### src/rtl/core/lavb_pkg.sv
// ----------------------------------------------------------------------------
// lavb_pkg
// shared widths, payload types and the rescale helper of the look-at view basis
// ----------------------------------------------------------------------------
package lavb_pkg;

   localparam int CoordWidth   = 32;
   localparam int UnitFracBits = 30;
   localparam int UnitWidth    = UnitFracBits + 2;
   localparam int PrescaleTop  = 29;
   localparam int ScaleWidth   = PrescaleTop + 2;          // signed rescaled component
   localparam int CrossWidth   = 2 * ScaleWidth + 1;       // exact cross product term
   localparam int SumWidth     = 2 * PrescaleTop + 4;      // sum of three squares
   localparam int LenWidth     = SumWidth / 2;
   localparam int QuotWidth    = UnitFracBits + 2;
   localparam int ReqWidth     = 9 * CoordWidth;
   localparam int RspWidth     = 9 * UnitWidth + 3 * CoordWidth;
   localparam int QueueDepth   = 4;
   localparam int QueuePtrWidth = $clog2(QueueDepth);

   typedef logic signed [CoordWidth-1:0] coord_type;
   typedef logic signed [ScaleWidth-1:0] scaled_type;
   typedef logic signed [UnitWidth-1:0]  unit_type;

   typedef struct packed {
      coord_type [2:0] eye;
      coord_type [2:0] ctr;
      coord_type [2:0] up;
   } req_type;

   typedef struct packed {
      scaled_type [2:0] zs;
      scaled_type [2:0] us;
      coord_type  [2:0] shift;
   } front_type;

   typedef struct packed {
      unit_type  [2:0] side;
      unit_type  [2:0] upaxis;
      unit_type  [2:0] view;
      coord_type [2:0] shift;
   } rsp_type;

   // block rescale of a vector of signed magnitudes, top bit lands at PrescaleTop
   function automatic logic [ScaleWidth*3-1:0] rescale_vec(
      input logic signed [CrossWidth-1:0] v0,
      input logic signed [CrossWidth-1:0] v1,
      input logic signed [CrossWidth-1:0] v2);
      logic [CrossWidth-1:0] a [3];
      logic [CrossWidth-1:0] m;
      logic [CrossWidth-1:0] s;
      logic [ScaleWidth-1:0] r [3];
      int p;
      a[0] = v0[CrossWidth-1] ? -v0 : v0;
      a[1] = v1[CrossWidth-1] ? -v1 : v1;
      a[2] = v2[CrossWidth-1] ? -v2 : v2;
      m = a[0] | a[1] | a[2];
      p = 0;
      for (int b = 0; b < CrossWidth; b++) begin
         if (m[b]) p = b;
      end
      for (int i = 0; i < 3; i++) begin
         if (p > PrescaleTop) s = a[i] >> (p - PrescaleTop);
         else s = a[i] << (PrescaleTop - p);
         r[i] = s[ScaleWidth-1:0];
      end
      rescale_vec = {(v2[CrossWidth-1] ? -r[2] : r[2]),
                     (v1[CrossWidth-1] ? -r[1] : r[1]),
                     (v0[CrossWidth-1] ? -r[0] : r[0])};
   endfunction

endpackage

### src/rtl/core/lavb_front.sv
// ----------------------------------------------------------------------------
// lavb_front
// forms the view axis, rescales view and up, saturates the shift
// ----------------------------------------------------------------------------
module lavb_front (
   input  logic                clock,
   input  logic                reset,
   input  logic                in_valid,
   output logic                in_ready,
   input  lavb_pkg::req_type   in_data,
   output logic                out_valid,
   input  logic                out_ready,
   output lavb_pkg::front_type out_data
);
   import lavb_pkg::*;

   logic      valid_ff, valid_in;
   front_type data_ff, data_in;
   logic signed [CrossWidth-1:0] z [3];
   logic signed [CrossWidth-1:0] u [3];

   assign in_ready = !valid_ff || out_ready;

   always_comb begin
      for (int i = 0; i < 3; i++) begin
         z[i] = CrossWidth'(in_data.eye[i]) - CrossWidth'(in_data.ctr[i]);
         u[i] = CrossWidth'(in_data.up[i]);
         if (in_data.eye[i] == {1'b1, {(CoordWidth-1){1'b0}}})
            data_in.shift[i] = {1'b0, {(CoordWidth-1){1'b1}}};
         else
            data_in.shift[i] = -in_data.eye[i];
      end
      data_in.zs = rescale_vec(z[0], z[1], z[2]);
      data_in.us = rescale_vec(u[0], u[1], u[2]);
      valid_in = in_ready ? in_valid : valid_ff;
   end

   always_ff @(posedge clock) begin
      if (reset) valid_ff <= 1'b0;
      else valid_ff <= valid_in;
      if (in_ready && in_valid) data_ff <= data_in;
   end

   assign out_valid = valid_ff;
   assign out_data  = data_ff;
endmodule

### config.mk
export PLATFORM = sky130hd
export DESIGN_NAME = lavb_front
export DESIGN_NICKNAME = d
export VERILOG_FILES = /design/src/rtl/core/lavb_pkg.sv /design/src/rtl/core/lavb_front.sv
export SDC_FILE = /design/constraint.sdc
export NUM_CORES = 2
export LEC_CHECK = 0
export BUFFER_PORTS_ARGS = -buffer_cell sky130_fd_sc_hd__buf_2
export CORE_UTILIZATION = 25
export DETAILED_ROUTE_END_ITERATION = 6
export MAX_ROUTING_LAYER = met4
export PLACE_DENSITY = 0.49
export SETUP_SLACK_MARGIN = 0.1
export SLEW_MARGIN = 10
export SYNTH_ARGS = -nofsm -noshare
export SYNTH_HDL_FRONTEND = slang
export SYNTH_SLANG_ARGS = --single-unit
### constraint.sdc
create_clock -name clock -period 28.8 [get_ports clock]
set_input_delay 2.88 -clock clock [delete_from_list [all_inputs] [get_ports clock]]
set_output_delay 2.88 -clock clock [all_outputs]
set_load 0.1 [all_outputs]
* Yosys cells after proc, flatten, opt, wreduce, memory -nomap -nowiden
Cells that the tools add are included.
** Word-level totals
- Register bits :: 283
- Bits of input ports :: 292
- Output and inout bits :: 284
** Operators by class
- $add $sub $neg :: 22
- Magnitude comparators :: 2
- Equal/unequal tests :: 3
- Shifts and indexed selects :: 12
- Mux-type cells :: 142
- Bitwise logic cells :: 4
- Reductions and logical operators :: 3
** Operators by type and width (count)
- $mux 32 :: 122
- $mux 63 :: 6
- $shl 63x32->31 :: 6
- $shr 63x32->31 :: 6
- $mux 31 :: 12
- $or 63x63->63 :: 4
- $neg 32->63 :: 3
- $neg 33->63 :: 3
- $neg 31->31 :: 6
- $sub 32x32->33 :: 3
- $eq 32x32->1 const B :: 3
- $neg 32->32 :: 3
- $gt 32x6->1 const B :: 2
- $sub 32x6->32 const B :: 2
- $sub 6x32->32 const A :: 2
- $mux 1 :: 2
- $logic_and 1x1->1 :: 1
- $logic_not 1->1 :: 1
- $logic_or 1x1->1 :: 1

* Logic depth before layout (Yosys ltp)
- Depth after elaboration :: 72
- Depth in mapped cells :: 50
- Gate-level depth less buffers :: 40

* Worst setup path before layout
OpenSTA, ideal clock, no wires.
- Path kind :: in2reg
- From :: in in_data[192] (netlist name)
- To :: reg data_ff (netlist bit out_data[281]) (data pin)
- Library setup time :: 0.266 ns
- Arrival time :: 12.956 ns
- Data required time :: 28.534 ns
- Path slack :: 15.577 ns
- Stages on the path :: 46
- Path buffers :: 7
- Cell sequence :: inv_1 > ha_1 > inv_1 > fa_1 > a211oi_2 > o21ai_1 > buf_2 > a311o_1 > a2111oi_2 > and4_1 > nand4_1 > o21ai_0 > xnor2_1 > o211ai_1 > or4_1 > or4_1 > or3b_4 > a31oi_4 > (+10 left out) > clkbuf_1 > nor2_1 > nand4_1 > o211a_1 > and4_1 > clkbuf_1 > nand3_1 > a21oi_1 > o32a_1 > or2_1 > inv_1 > ha_1 > inv_1 > nor2_1 > nand3_1 > or4_4 > o41ai_2 > xor2_1
** RTL lines
- from (decl) :: RTL line lavb_front.sv:10 : input lavb_pkg::req_type in_data,
- to (signal assigned) :: RTL line lavb_front.sv:41 : if (in_ready && in_valid) data_ff <= data_in;
- to (decl) :: RTL line lavb_front.sv:18 : front_type data_ff, data_in;

==> impl_metrics.py <==
metrics = {
    "setup_path": {
        "worstSetupEndpointType": "register",
        "crit_buf_inv": 7,
        "critPathLaunchType": "input pin",
        "worstSetupPathType": "in2reg",
        "crit_top_cell": "ha_1",
        "cp_slowest_cell": "nand3_1",
        "slowest_delay_ns": 1.00,
        "crit_path_max_fanout": 51,
        "worstPathRequired_ns": 29.18,
        "cp.arrival_ns": 16.16,
        "critPathTopFamily": "simple AND/OR/NAND/NOR gates",
    },
    "grt": {
        "grt_util_all_layers": 0.298,
        "antenna_found_initial": 19,
        "grt_pass1_wl_mm": 406,
        "grt_overflow": 0,
        "grt_max_degree": 161,
        "first_global_vias": 54200,
    },
    "timing": {
        "tightest_slew_ns": 1.40,
        "drv_slew": 0,
        "hold_viol": 0,
        "fmax_ghz": 0.0634,
        "fin_crit_ns": 15.78,
        "timing.final.crit_share": 0.548,
        "maxSlewHeadroom": 0.0521,
        "clock_skew_ns": 0.0373,
        "final-setup-viol-count": 0,
        "tns_ns": 0,
        "rsz0062_at_grt": "no",
    },
    "clock_tree": {
        "clock_latency_ns": 0.68,
        "clk_path_buf_depth": 3,
        "clock_sinks": 283,
        "cts-resized-gates": 0,
        "root_buffer": "clkbuf_16",
        "cts_setup_buffers": 0,
        "path_clk_slew_ns": 0.06,
        "cts_tree": "done",
        "postCtsHoldBufs": 0,
        "htree_levels": 2,
        "cts_buffers": 37,
    },
    "die": {
        "die_x_um": 439,
        "ios": 576,
        "die_h_um": 439,
        "num_rows": 159,
        "start_util": 0.253,
        "core_um2": 189000,
        "die_area_um2": 192000,
    },
    "cells_and_area": {
        "postLayoutCellArea_um2": 55000,
        "drive_gt1_frac": 0.168,
        "num-fill-cells": 20700,
        "nets": 7209,
        "syn_to_final_growth_pct": 15.4,
        "final_core_util": 0.292,
    },
    "placed_design": {
        "io_buffer_count": 575,
        "dpl_cell_area_um2": 53700,
        "gp_congestion": 1.07,
        "place_hpwl_mm": 228,
    },
    "drt": {
        "wl_per_cell_um": 31.2,
        "drc": 0,
        "drt_iter0_drc": 6845,
        "via_count": 57100,
        "routed_wl_mm": 291,
        "firstDrtPassIters": 7,
        "vias_per_cell": 6.13,
        "ant_nets": 0,
    },
    "yosys": {
        "netlist_instances": 6381,
        "ys_ff_latch": 283,
        "ys_dominant_reg_cell": "edfxtp_1",
        "ys_warn_count": 0,
        "syn_area_um2": 47600,
        "ys_types": 123,
        "syn_area_per_cell_um2": 7.47,
        "synth-edff-count": 282,
        "synthArstFlopShare": 0,
        "yosysSeqAreaShare": 0.178,
    },
    "power_and_ir_drop": {
        "ir_drop_mv": 0.124,
        "p_total_w": 0.00487,
        "power-per-cell-area_nw_per_um2": 88.5,
        "p_leak_nw": 21.1,
    },
    "run": {
        "maxCapViolCount": 0,
    },
    "outcome": {
        "status": "complete, no violations",
    },
    "worst_hold_path": {
        "min_path_type": "reg2reg",
    },
}
[cells in the final DEF, fill, tap and decap left out, drive strengths merged, types with 34 or more instances in the layout]
cell type,count
a2111oi,34
a211oi,185
a21o,73
a21oi,412
a221oi,34
a22oi,49
a31oi,102
and2,55
and3,83
buf,779
clkbuf,40
edfxtp,282
ha,127
inv,215
mux2,78
mux2i,284
nand2,664
nand2b,53
nand3,241
nand4,73
nor2,501
nor3,210
nor4,83
o211ai,112
o21a,48
o21ai,462
o221ai,40
o22ai,90
o31ai,98
o41ai,35
or2,46
or3,76
or4,54
xnor2,261
xor2,259
[where the power goes]
part	switching (W)	internal [W]
Clock	0.000207	0.000281
Combinational	0.00279	0.000909
Sequential	0.0000548	0.000620
[cells in the mapped netlist, drive strengths merged, types with 18 or more instances]
master,instances,area (um^2)
o41ai,35,337
a22o,24,210
a211oi,185,1410
nand2b,53,332
mux4,33,743
or4,54,424
o211ai,112,865
buf,152,767
ha,127,1590
and3,83,519
a221oi,34,310
nor3,210,1060
a22oi,49,368
and4,19,166
o32ai,27,236
o21a,48,360
nand2,664,2490
xnor2,261,2290
a211o,27,236
xor2,259,2270
nor2b,26,163
and2,55,344
nand4,73,463
mux2,78,882
nor4,83,553
inv,212,798
a21o,73,549
clkbuf,261,982
or3,76,485
o221ai,40,357
o31ai,98,746
nand3,241,1210
o22ai,90,563
a21oi,412,2060
mux2i,284,2840
o21ai,462,2320
o2111ai,18,164
a2111oi,34,379
nor2,501,1880
edfxtp,282,8470
or2,46,290
a221o,23,230
a21boi,33,248
a31oi,102,659
[layout make-up]
type,count,area [um^2],share of cell area
Timing Repair Buffer,779,4420,0.0804
Inverter,215,813,0.0148
Multi-Input combinational cell,5471,36900,0.671
Tap cell,2495,3120,0.0568
Antenna cell,13,32.5,0.000592
Clock inverter,24,282,0.00512
Sequential cell,283,8490,0.154
Clock buffer,40,937,0.0170
[flip-flops by register name (all words and copies together) (netlist names)]
signal	cells
out_data	282
out_valid	1
[routing by layer]
metal  vias up  share of wire  track usage
met3       834          0.078       0.0481
met4         0          0.077        0.192
li1      25300              -            -
met2      3249           0.46        0.478
met1     27700           0.38        0.344
met5         -              0            -
[worst paths after layout]
| check | from | endpoint | slack (ns) | cells after the start |
|---|---|---|---|---|
| setup / recovery | in_data[129] | out_data[281] | 13.02 | 37 |
| hold / removal | out_valid | out_valid | 0.52 | 2 |
| setup reg to reg | out_valid | out_data[116] | 25.56 | 4 |
| hold reg to reg | out_valid | out_valid | 0.52 | 2 |
[cells by family after synthesis]
group / after synthesis / share of synthesized area
AND/OR/NAND/NOR: 2252 / 0.231
AO/OA/AOI/OAI: 2172 / 0.313
buffers and inverters: 628 / 0.0537
XOR/XNOR: 520 / 0.0956
multiplexers: 395 / 0.0938
flip-flops: 283 / 0.178
adder cells (fa/ha/maj): 130 / 0.0346
other: 1 / 0.0000787
[metrics by stage]
step	hold slack, ns	setup slack, ns	instances
CTS	0.521	13.46	9307
global placement	0.497	13.17	9243
floorplan	1.73	15.58	6382
finish	0.517	13.02	9320
detailed placement	0.512	12.81	9243
global route	0.552	12.38	9316
[worst register-to-register path: stages, from the launching register on]
cell      delay, ns
dfxtp_1        0.30
nand2b_1       0.10
and2_4         0.72
buf_4          0.94
buf_4          0.75
No activity file was read; power rests on OpenSTA's default activity.
