==> config.mk <==
export PLATFORM = sky130hd
export DESIGN_NAME = lavb_queue
export DESIGN_NICKNAME = d
export VERILOG_FILES = /design/src/rtl/core/lavb_pkg.sv /design/src/rtl/core/lavb_queue.sv
export SDC_FILE = /design/constraint.sdc
export NUM_CORES = 1
export LEC_CHECK = 0
export BUFFER_PORTS_ARGS = -buffer_cell sky130_fd_sc_hd__buf_2
export CORE_UTILIZATION = 40
export CTS_CLUSTER_SIZE = 25
export DETAILED_ROUTE_END_ITERATION = 10
export SETUP_SLACK_MARGIN = 0.15
export SLEW_MARGIN = 20
export SYNTH_ARGS = -nofsm -noshare
export SYNTH_HDL_FRONTEND = slang
export SYNTH_SLANG_ARGS = --single-unit
==> constraint.sdc <==
create_clock -name clock -period 8.1 [get_ports clock]
set_input_delay 0.405 -clock clock [delete_from_list [all_inputs] [get_ports clock]]
set_output_delay 0.405 -clock clock [all_outputs]
set_load 0.03 [all_outputs]
==> src/rtl/core/lavb_pkg.sv <==
// ----------------------------------------------------------------------------
// lavb_pkg
// shared widths, payload types and the rescale helper of the look-at view basis
// ----------------------------------------------------------------------------
package lavb_pkg;

   localparam int CoordWidth   = 32;
   localparam int UnitFracBits = 30;
   localparam int UnitWidth    = UnitFracBits + 2;
   localparam int PrescaleTop  = 29;
   localparam int ScaleWidth   = PrescaleTop + 2;          // signed rescaled component
   localparam int CrossWidth   = 2 * ScaleWidth + 1;       // exact cross product term
   localparam int SumWidth     = 2 * PrescaleTop + 4;      // sum of three squares
   localparam int LenWidth     = SumWidth / 2;
   localparam int QuotWidth    = UnitFracBits + 2;
   localparam int ReqWidth     = 9 * CoordWidth;
   localparam int RspWidth     = 9 * UnitWidth + 3 * CoordWidth;
   localparam int QueueDepth   = 4;
   localparam int QueuePtrWidth = $clog2(QueueDepth);

   typedef logic signed [CoordWidth-1:0] coord_type;
   typedef logic signed [ScaleWidth-1:0] scaled_type;
   typedef logic signed [UnitWidth-1:0]  unit_type;

   typedef struct packed {
      coord_type [2:0] eye;
      coord_type [2:0] ctr;
      coord_type [2:0] up;
   } req_type;

   typedef struct packed {
      scaled_type [2:0] zs;
      scaled_type [2:0] us;
      coord_type  [2:0] shift;
   } front_type;

   typedef struct packed {
      unit_type  [2:0] side;
      unit_type  [2:0] upaxis;
      unit_type  [2:0] view;
      coord_type [2:0] shift;
   } rsp_type;

   // block rescale of a vector of signed magnitudes, top bit lands at PrescaleTop
   function automatic logic [ScaleWidth*3-1:0] rescale_vec(
      input logic signed [CrossWidth-1:0] v0,
      input logic signed [CrossWidth-1:0] v1,
      input logic signed [CrossWidth-1:0] v2);
      logic [CrossWidth-1:0] a [3];
      logic [CrossWidth-1:0] m;
      logic [CrossWidth-1:0] s;
      logic [ScaleWidth-1:0] r [3];
      int p;
      a[0] = v0[CrossWidth-1] ? -v0 : v0;
      a[1] = v1[CrossWidth-1] ? -v1 : v1;
      a[2] = v2[CrossWidth-1] ? -v2 : v2;
      m = a[0] | a[1] | a[2];
      p = 0;
      for (int b = 0; b < CrossWidth; b++) begin
         if (m[b]) p = b;
      end
      for (int i = 0; i < 3; i++) begin
         if (p > PrescaleTop) s = a[i] >> (p - PrescaleTop);
         else s = a[i] << (PrescaleTop - p);
         r[i] = s[ScaleWidth-1:0];
      end
      rescale_vec = {(v2[CrossWidth-1] ? -r[2] : r[2]),
                     (v1[CrossWidth-1] ? -r[1] : r[1]),
                     (v0[CrossWidth-1] ? -r[0] : r[0])};
   endfunction

endpackage

==> src/rtl/core/lavb_queue.sv <==
// ----------------------------------------------------------------------------
// lavb_queue
// short queue between the front and back parts
// ----------------------------------------------------------------------------
module lavb_queue (
   input  logic                clock,
   input  logic                reset,
   input  logic                in_valid,
   output logic                in_ready,
   input  lavb_pkg::front_type in_data,
   output logic                out_valid,
   input  logic                out_ready,
   output lavb_pkg::front_type out_data
);
   import lavb_pkg::*;

   front_type mem [QueueDepth];
   logic [QueuePtrWidth-1:0] wr_ff, wr_in, rd_ff, rd_in;
   logic [QueuePtrWidth:0]   cnt_ff, cnt_in;
   logic push, pop;

   assign in_ready  = cnt_ff != (QueuePtrWidth+1)'(QueueDepth);
   assign out_valid = cnt_ff != '0;
   assign push = in_valid && in_ready;
   assign pop  = out_valid && out_ready;
   assign out_data = mem[rd_ff];

   always_comb begin
      wr_in  = push ? wr_ff + 1'b1 : wr_ff;
      rd_in  = pop ? rd_ff + 1'b1 : rd_ff;
      cnt_in = cnt_ff + (QueuePtrWidth+1)'(push) - (QueuePtrWidth+1)'(pop);
   end

   always_ff @(posedge clock) begin
      if (reset) begin
         wr_ff <= '0;
         rd_ff <= '0;
         cnt_ff <= '0;
      end else begin
         wr_ff <= wr_in;
         rd_ff <= rd_in;
         cnt_ff <= cnt_in;
      end
      if (push) mem[wr_ff] <= in_data;
   end

   a_cnt_bound: assert property (@(posedge clock) disable iff (reset)
      cnt_ff <= (QueuePtrWidth+1)'(QueueDepth))
      else $error("queue count overflow");
   a_push_grow: assert property (@(posedge clock) disable iff (reset)
      push && !pop |=> cnt_ff == $past(cnt_ff) + 1'b1)
      else $error("queue count did not grow");
   a_pop_shrink: assert property (@(posedge clock) disable iff (reset)
      pop && !push |=> cnt_ff == $past(cnt_ff) - 1'b1)
      else $error("queue count did not shrink");
endmodule

## Word-level counts from Yosys, hierarchy flattened

Memories as Yosys holds them, arrays and structs flattened. A register that Yosys moved wholly into a read port is not among the register bits.
Cells that the tools add are included.
Widths: inputs -> output; s select.

- Reduce and logical (&&, ||, !) cells: 3
- Add/sub/neg operators: 4
- Eq/ne operators: 1
- Multiplexer cells: 4

Operators with widths:

| kind | count |
|---|---|
| $add 2x1->2 const B | 2 |
| $mux 2 | 2 |
| $add 3x1->3 | 1 |
| $ne 3x3->1 const B | 1 |
| $reduce_bool 3->1 | 1 |
| $sub 3x1->3 | 1 |
| $logic_and 1x1->1 | 2 |
| $mux 1 | 2 |

- Logic and storage cells: 16
- Memories: 1
- Register bits after elaboration: 7
- Output and inout bits: 284
- Bits of input ports: 286
- RAM bits: 1128

Memories:

| name | depth | bits a word | rd ports | clocked after Yosys merged registers in | write ports | RTL line | source |
|---|---|---|---|---|---|---|---|
| mem | 4 | 282 | 1 | 1 | 1 | lavb_queue.sv:17 | `front_type mem [QueueDepth];` |

## Logic depth before layout (Yosys ltp)

- Depth in word-level cells: 4
- Gate-level depth with buffers: 11
- Gate-level depth less buffers: 11

## Worst setup path before layout

No wires, ideal clock.

- Kind: register to register
- Start point: reg cnt_ff[1]
- End point: mem mem[2][0] (netlist bit), enable pin
- Stages on the path, launching flop included: 4
- Period minus slack after synthesis: 7.961 ns
- Data arrival time: 7.282 ns
- Path slack: 0.139 ns
- Data required time: 7.421 ns
- Buffers on the path: 0
- Setup time: 0.679 ns
- Cells stage by stage: dfxtp_1 > nor2_1 > a21boi_1 > and2_1

- Cells in the longest elaborated chain, start to end: 4

RTL lines:

| item | RTL line | source |
|---|---|---|
| start, declared | lavb_queue.sv:19 | `logic [QueuePtrWidth:0] cnt_ff, cnt_in;` |
| start signal, assigned | lavb_queue.sv:42 | `cnt_ff <= cnt_in;` |
| $ne 3x3->1 | lavb_queue.sv:22 | `assign in_ready = cnt_ff != (QueuePtrWidth+1)'(QueueDepth);` |
| $logic_and 1x1->1 | lavb_queue.sv:24 | `assign push = in_valid && in_ready;` |
| $mux 1 | lavb_queue.sv:44 | `if (push) mem[wr_ff] <= in_data;` |
| $mux 1 (implied by the code) | lavb_queue.sv:44 |  |
| end, declared | lavb_queue.sv:17 |  |

Every way passes these cells.

==> key figures <==
Global route
  – Vias in the first global route: around 21000
  – Gr ovfl total: 0
  – Gr usage total: 0.162
  – Largest net degree at the start of global routing: 144
  – Initial antenna violation count: 16
  – Global-route wire length before repair: around 130 mm

Timing
  – Minimum clock period: 4.03 ns
  – Worst Tran Pin Value: 1.23 ns
  – Max-slew violation count: 0
  – Normalized max-slew margin: 0.181
  – Max Clock Skew: 0.0169 ns
  – WHS: 0.151 ns
  – Setup WS post-layout: 4.07 ns
  – Fmax achieved: 0.248 GHz
  – Final worst-path cycle share: 0.498
  – Final hold viol count: 0
  – Final Setup Violations: 0
  – RSZ-0062 raised after global routing: false
  – TNS Setup: 0 ns

Critical path
  – R2r setup slk: around 4.8 ns
  – FF-to-FF path depth: 4
  – R2r endpoint: mem[3][248]
  – FF-to-FF Start: cnt_ff[1]
  – CP max-delay cell: dfxtp_4
  – Critical path's largest stage delay: around 0.74 ns
  – CP required: 7.70 ns
  – Crit path kind: reg2out
  – Startpoint types: flop
  – Crit-path cells: buf_4 > buf_4 > mux4_2 > buf_2
  – CP arrival: 3.63 ns
  – Worst-path fanout max: 38
  – Most used cell, CP: buf_4
  – Crit. End Element: output pin

Final layout
  – Final core area utilization: 0.508
  – Leading cell type in the layout, fill and taps excluded: edfxtp_1
  – Design area: 52000 sq um
  – Final cell count without fillers: 3913
  – Most frequent cells in the layout: 1128 x edfxtp_1, 569 x buf_2, 283 x dlygate4sd3_1, 282 x mux4_2, 115 x clkbuf_16
  – Fill cell count: 8077
  – Fraction of layout cells with a size suffix above 1: 0.404
  – Nets: ~2700
  – Synth-to-Final Area Change: 25.3%

Placement
  – Placed cell count: 3410
  – Port bufs: 569
  – HPWL Detailed: 51.2 mm
  – Final GP Congestion: approximately 0.74
  – Dpl ws: 4.61 ns
  – Placement-stage cell area: between 40000 and 50000 sq um

Clock network
  – CTS buffer count: 114
  – Clk Tree Root Cell: clkbuf_16
  – Max clock buf depth: 3
  – Clk Latency, worst-skew pair: 0.67 ns
  – Clock transition at the registers of the reported paths: 0.06 ns
  – TritonCTS clock tree: done
  – H-tree level count: 3
  – Clock Sinks: 1137

Route
  – DR vias/cell: ~4.9
  – 1st-iter DRT viols: 1228
  – First-pass detailed-route iteration total: 4
  – Final WL: 85.5 mm
  – Routed WL per cell: 21.8 um
  – Vias: 19300
  – ANT nets after route: 0
  – Residual DRC: 0

Synth
  – Synthesized Nets: approximately 1800
  – Cells after Synth: 1522
  – Yosys top cell by area: edfxtp_1
  – Syn avg cell area: about 27 sq um
  – Netlist cell types: 24
  – Synth area leaders: edfxtp_1 82%, mux4_2 15%, buf_12 1.5%, dfxtp_1 0.43%, buf_2 0.34%
  – Main synth FF type: edfxtp_1
  – Number of enable flip-flop cells after synthesis: approximately 1100
  – Register bit total from synthesis: 1137
  – Post-Syn Area: 41500 sq um
  – Sequential cell area fraction in the yosys report: 0.821
  – Synth top area share: 0.817
  – Warnings, synthesis: 0
  – Ys async rst share: 0

Outcome
  – Outcome: finished clean

Die
  – I/O Pins: 570
  – Die H: 324 um
  – Starting density of the core: 0.405
  – Die ar.: 105000 sq um
  – Die X: 324 um
  – Core Rows: 117
  – CORE AREA: 102000 sq um

Power and ir drop
  – Tot Pwr: 17.1 mW
  – LEAKAGE: 17.3 nW
  – P per Cell Area: 328 nW/um^2
  – Worst-case vdd ir drop: 0.222 mV

Hold path
  – Worst hold endpoint: rd_ff[1]
  – Hold path startpoint: out_ready
  – Hold Crit Class: in2reg
  – Hold depth: 4

Job
  – Max-cap violations: 0
==> synth_stat cells (2+ instances only) <==
library cell,number
and2_1,5
xor2_1,2
buf_2,28
buf_12,31
clkbuf_1,4
inv_1,5
dfxtp_1,9
edfxtp_1,1128
nor2_1,8
mux4_2,282
nand2b_1,2
ha_1,6
==> registers in the layout, indices dropped and copies added (netlist names), named ones only <==
register	flops
wr_ff	2
cnt_ff	3
rd_ff	2
mem	1128
==> power breakdown <==
group	total [mW]	internal, mW	switching, mW
logic	4.67	1.68	2.98
clock network	4.99	2.90	2.09
registers	7.40	7.22	0.186
==> final cells by class <==
| type | instances | area (sq um) | share of cell area |
|---|---|---|---|
| flip-flops and latches | 1137 | 34100 | 0.655 |
| multi-input cells | 316 | 6620 | 0.127 |
| repair buffers | 868 | 5960 | 0.115 |
| clock buffers | 153 | 3020 | 0.0581 |
| well taps | 1368 | 1710 | 0.0329 |
| clock inverters | 53 | 543 | 0.0104 |
| diodes | 13 | 32.5 | 0.000626 |
| inverters | 5 | 18.8 | 0.000361 |
==> worst max path at each step <==
| stage | slack, ns | to | cells past startpoint | from |
|---|---|---|---|---|
| floorplan | 3.28 | mem[0][0] | 3 | cnt_ff[1] |
| global placement | 4.65 | out_data[200] | 4 | flop |
| detailed placement | 4.61 | out_data[200] | 4 | flop |
| CTS | 3.86 | out_data[200] | 4 | flop |
| global route | 3.71 | out_data[275] | 4 | flop |
| finish | 4.07 | out_data[275] | 4 | flop |
==> routing by layer <==
layer | vias to the layer above | GRT usage | share of wire
met5 | - | 0 | 0.00048
met2 | 647 | 0.266 | 0.50
met1 | 10100 | 0.202 | 0.39
li1 | 8492 | - | -
met3 | 130 | 0.0586 | 0.091
met4 | 8 | 0.0428 | 0.020
==> worst max-delay path: cells and delay by family (launching register included) <==
| kind | cells | cell delay, ns |
|---|---|---|
| DFF | 1 | 0.74 |
| muxes | 1 | 0.63 |
| buffers and inverters | 3 | 1.49 |
==> what timing repair did <==
action,CTS,global route
setup buffers,0,0
hold buffers,283,0
endpoints found under the hold margin,1135,0
resized for setup,0,0
setup endpoints to repair,0,0
==> cells by family (layout without fill, tap and decap cells) <==
kind of cell,count (synthesis),count (layout),share of synthesized area
mux,284,284,0.154
fa+ha+maj,7,7,0.00229
flops,1137,1137,0.821
other cells,0,13,0
simple gates,19,19,0.00229
xor+xnor,3,3,0.000634
buf+inv,69,1079,0.0194
compound gates,3,3,0.000604
(Power assumes the default switching activity.)
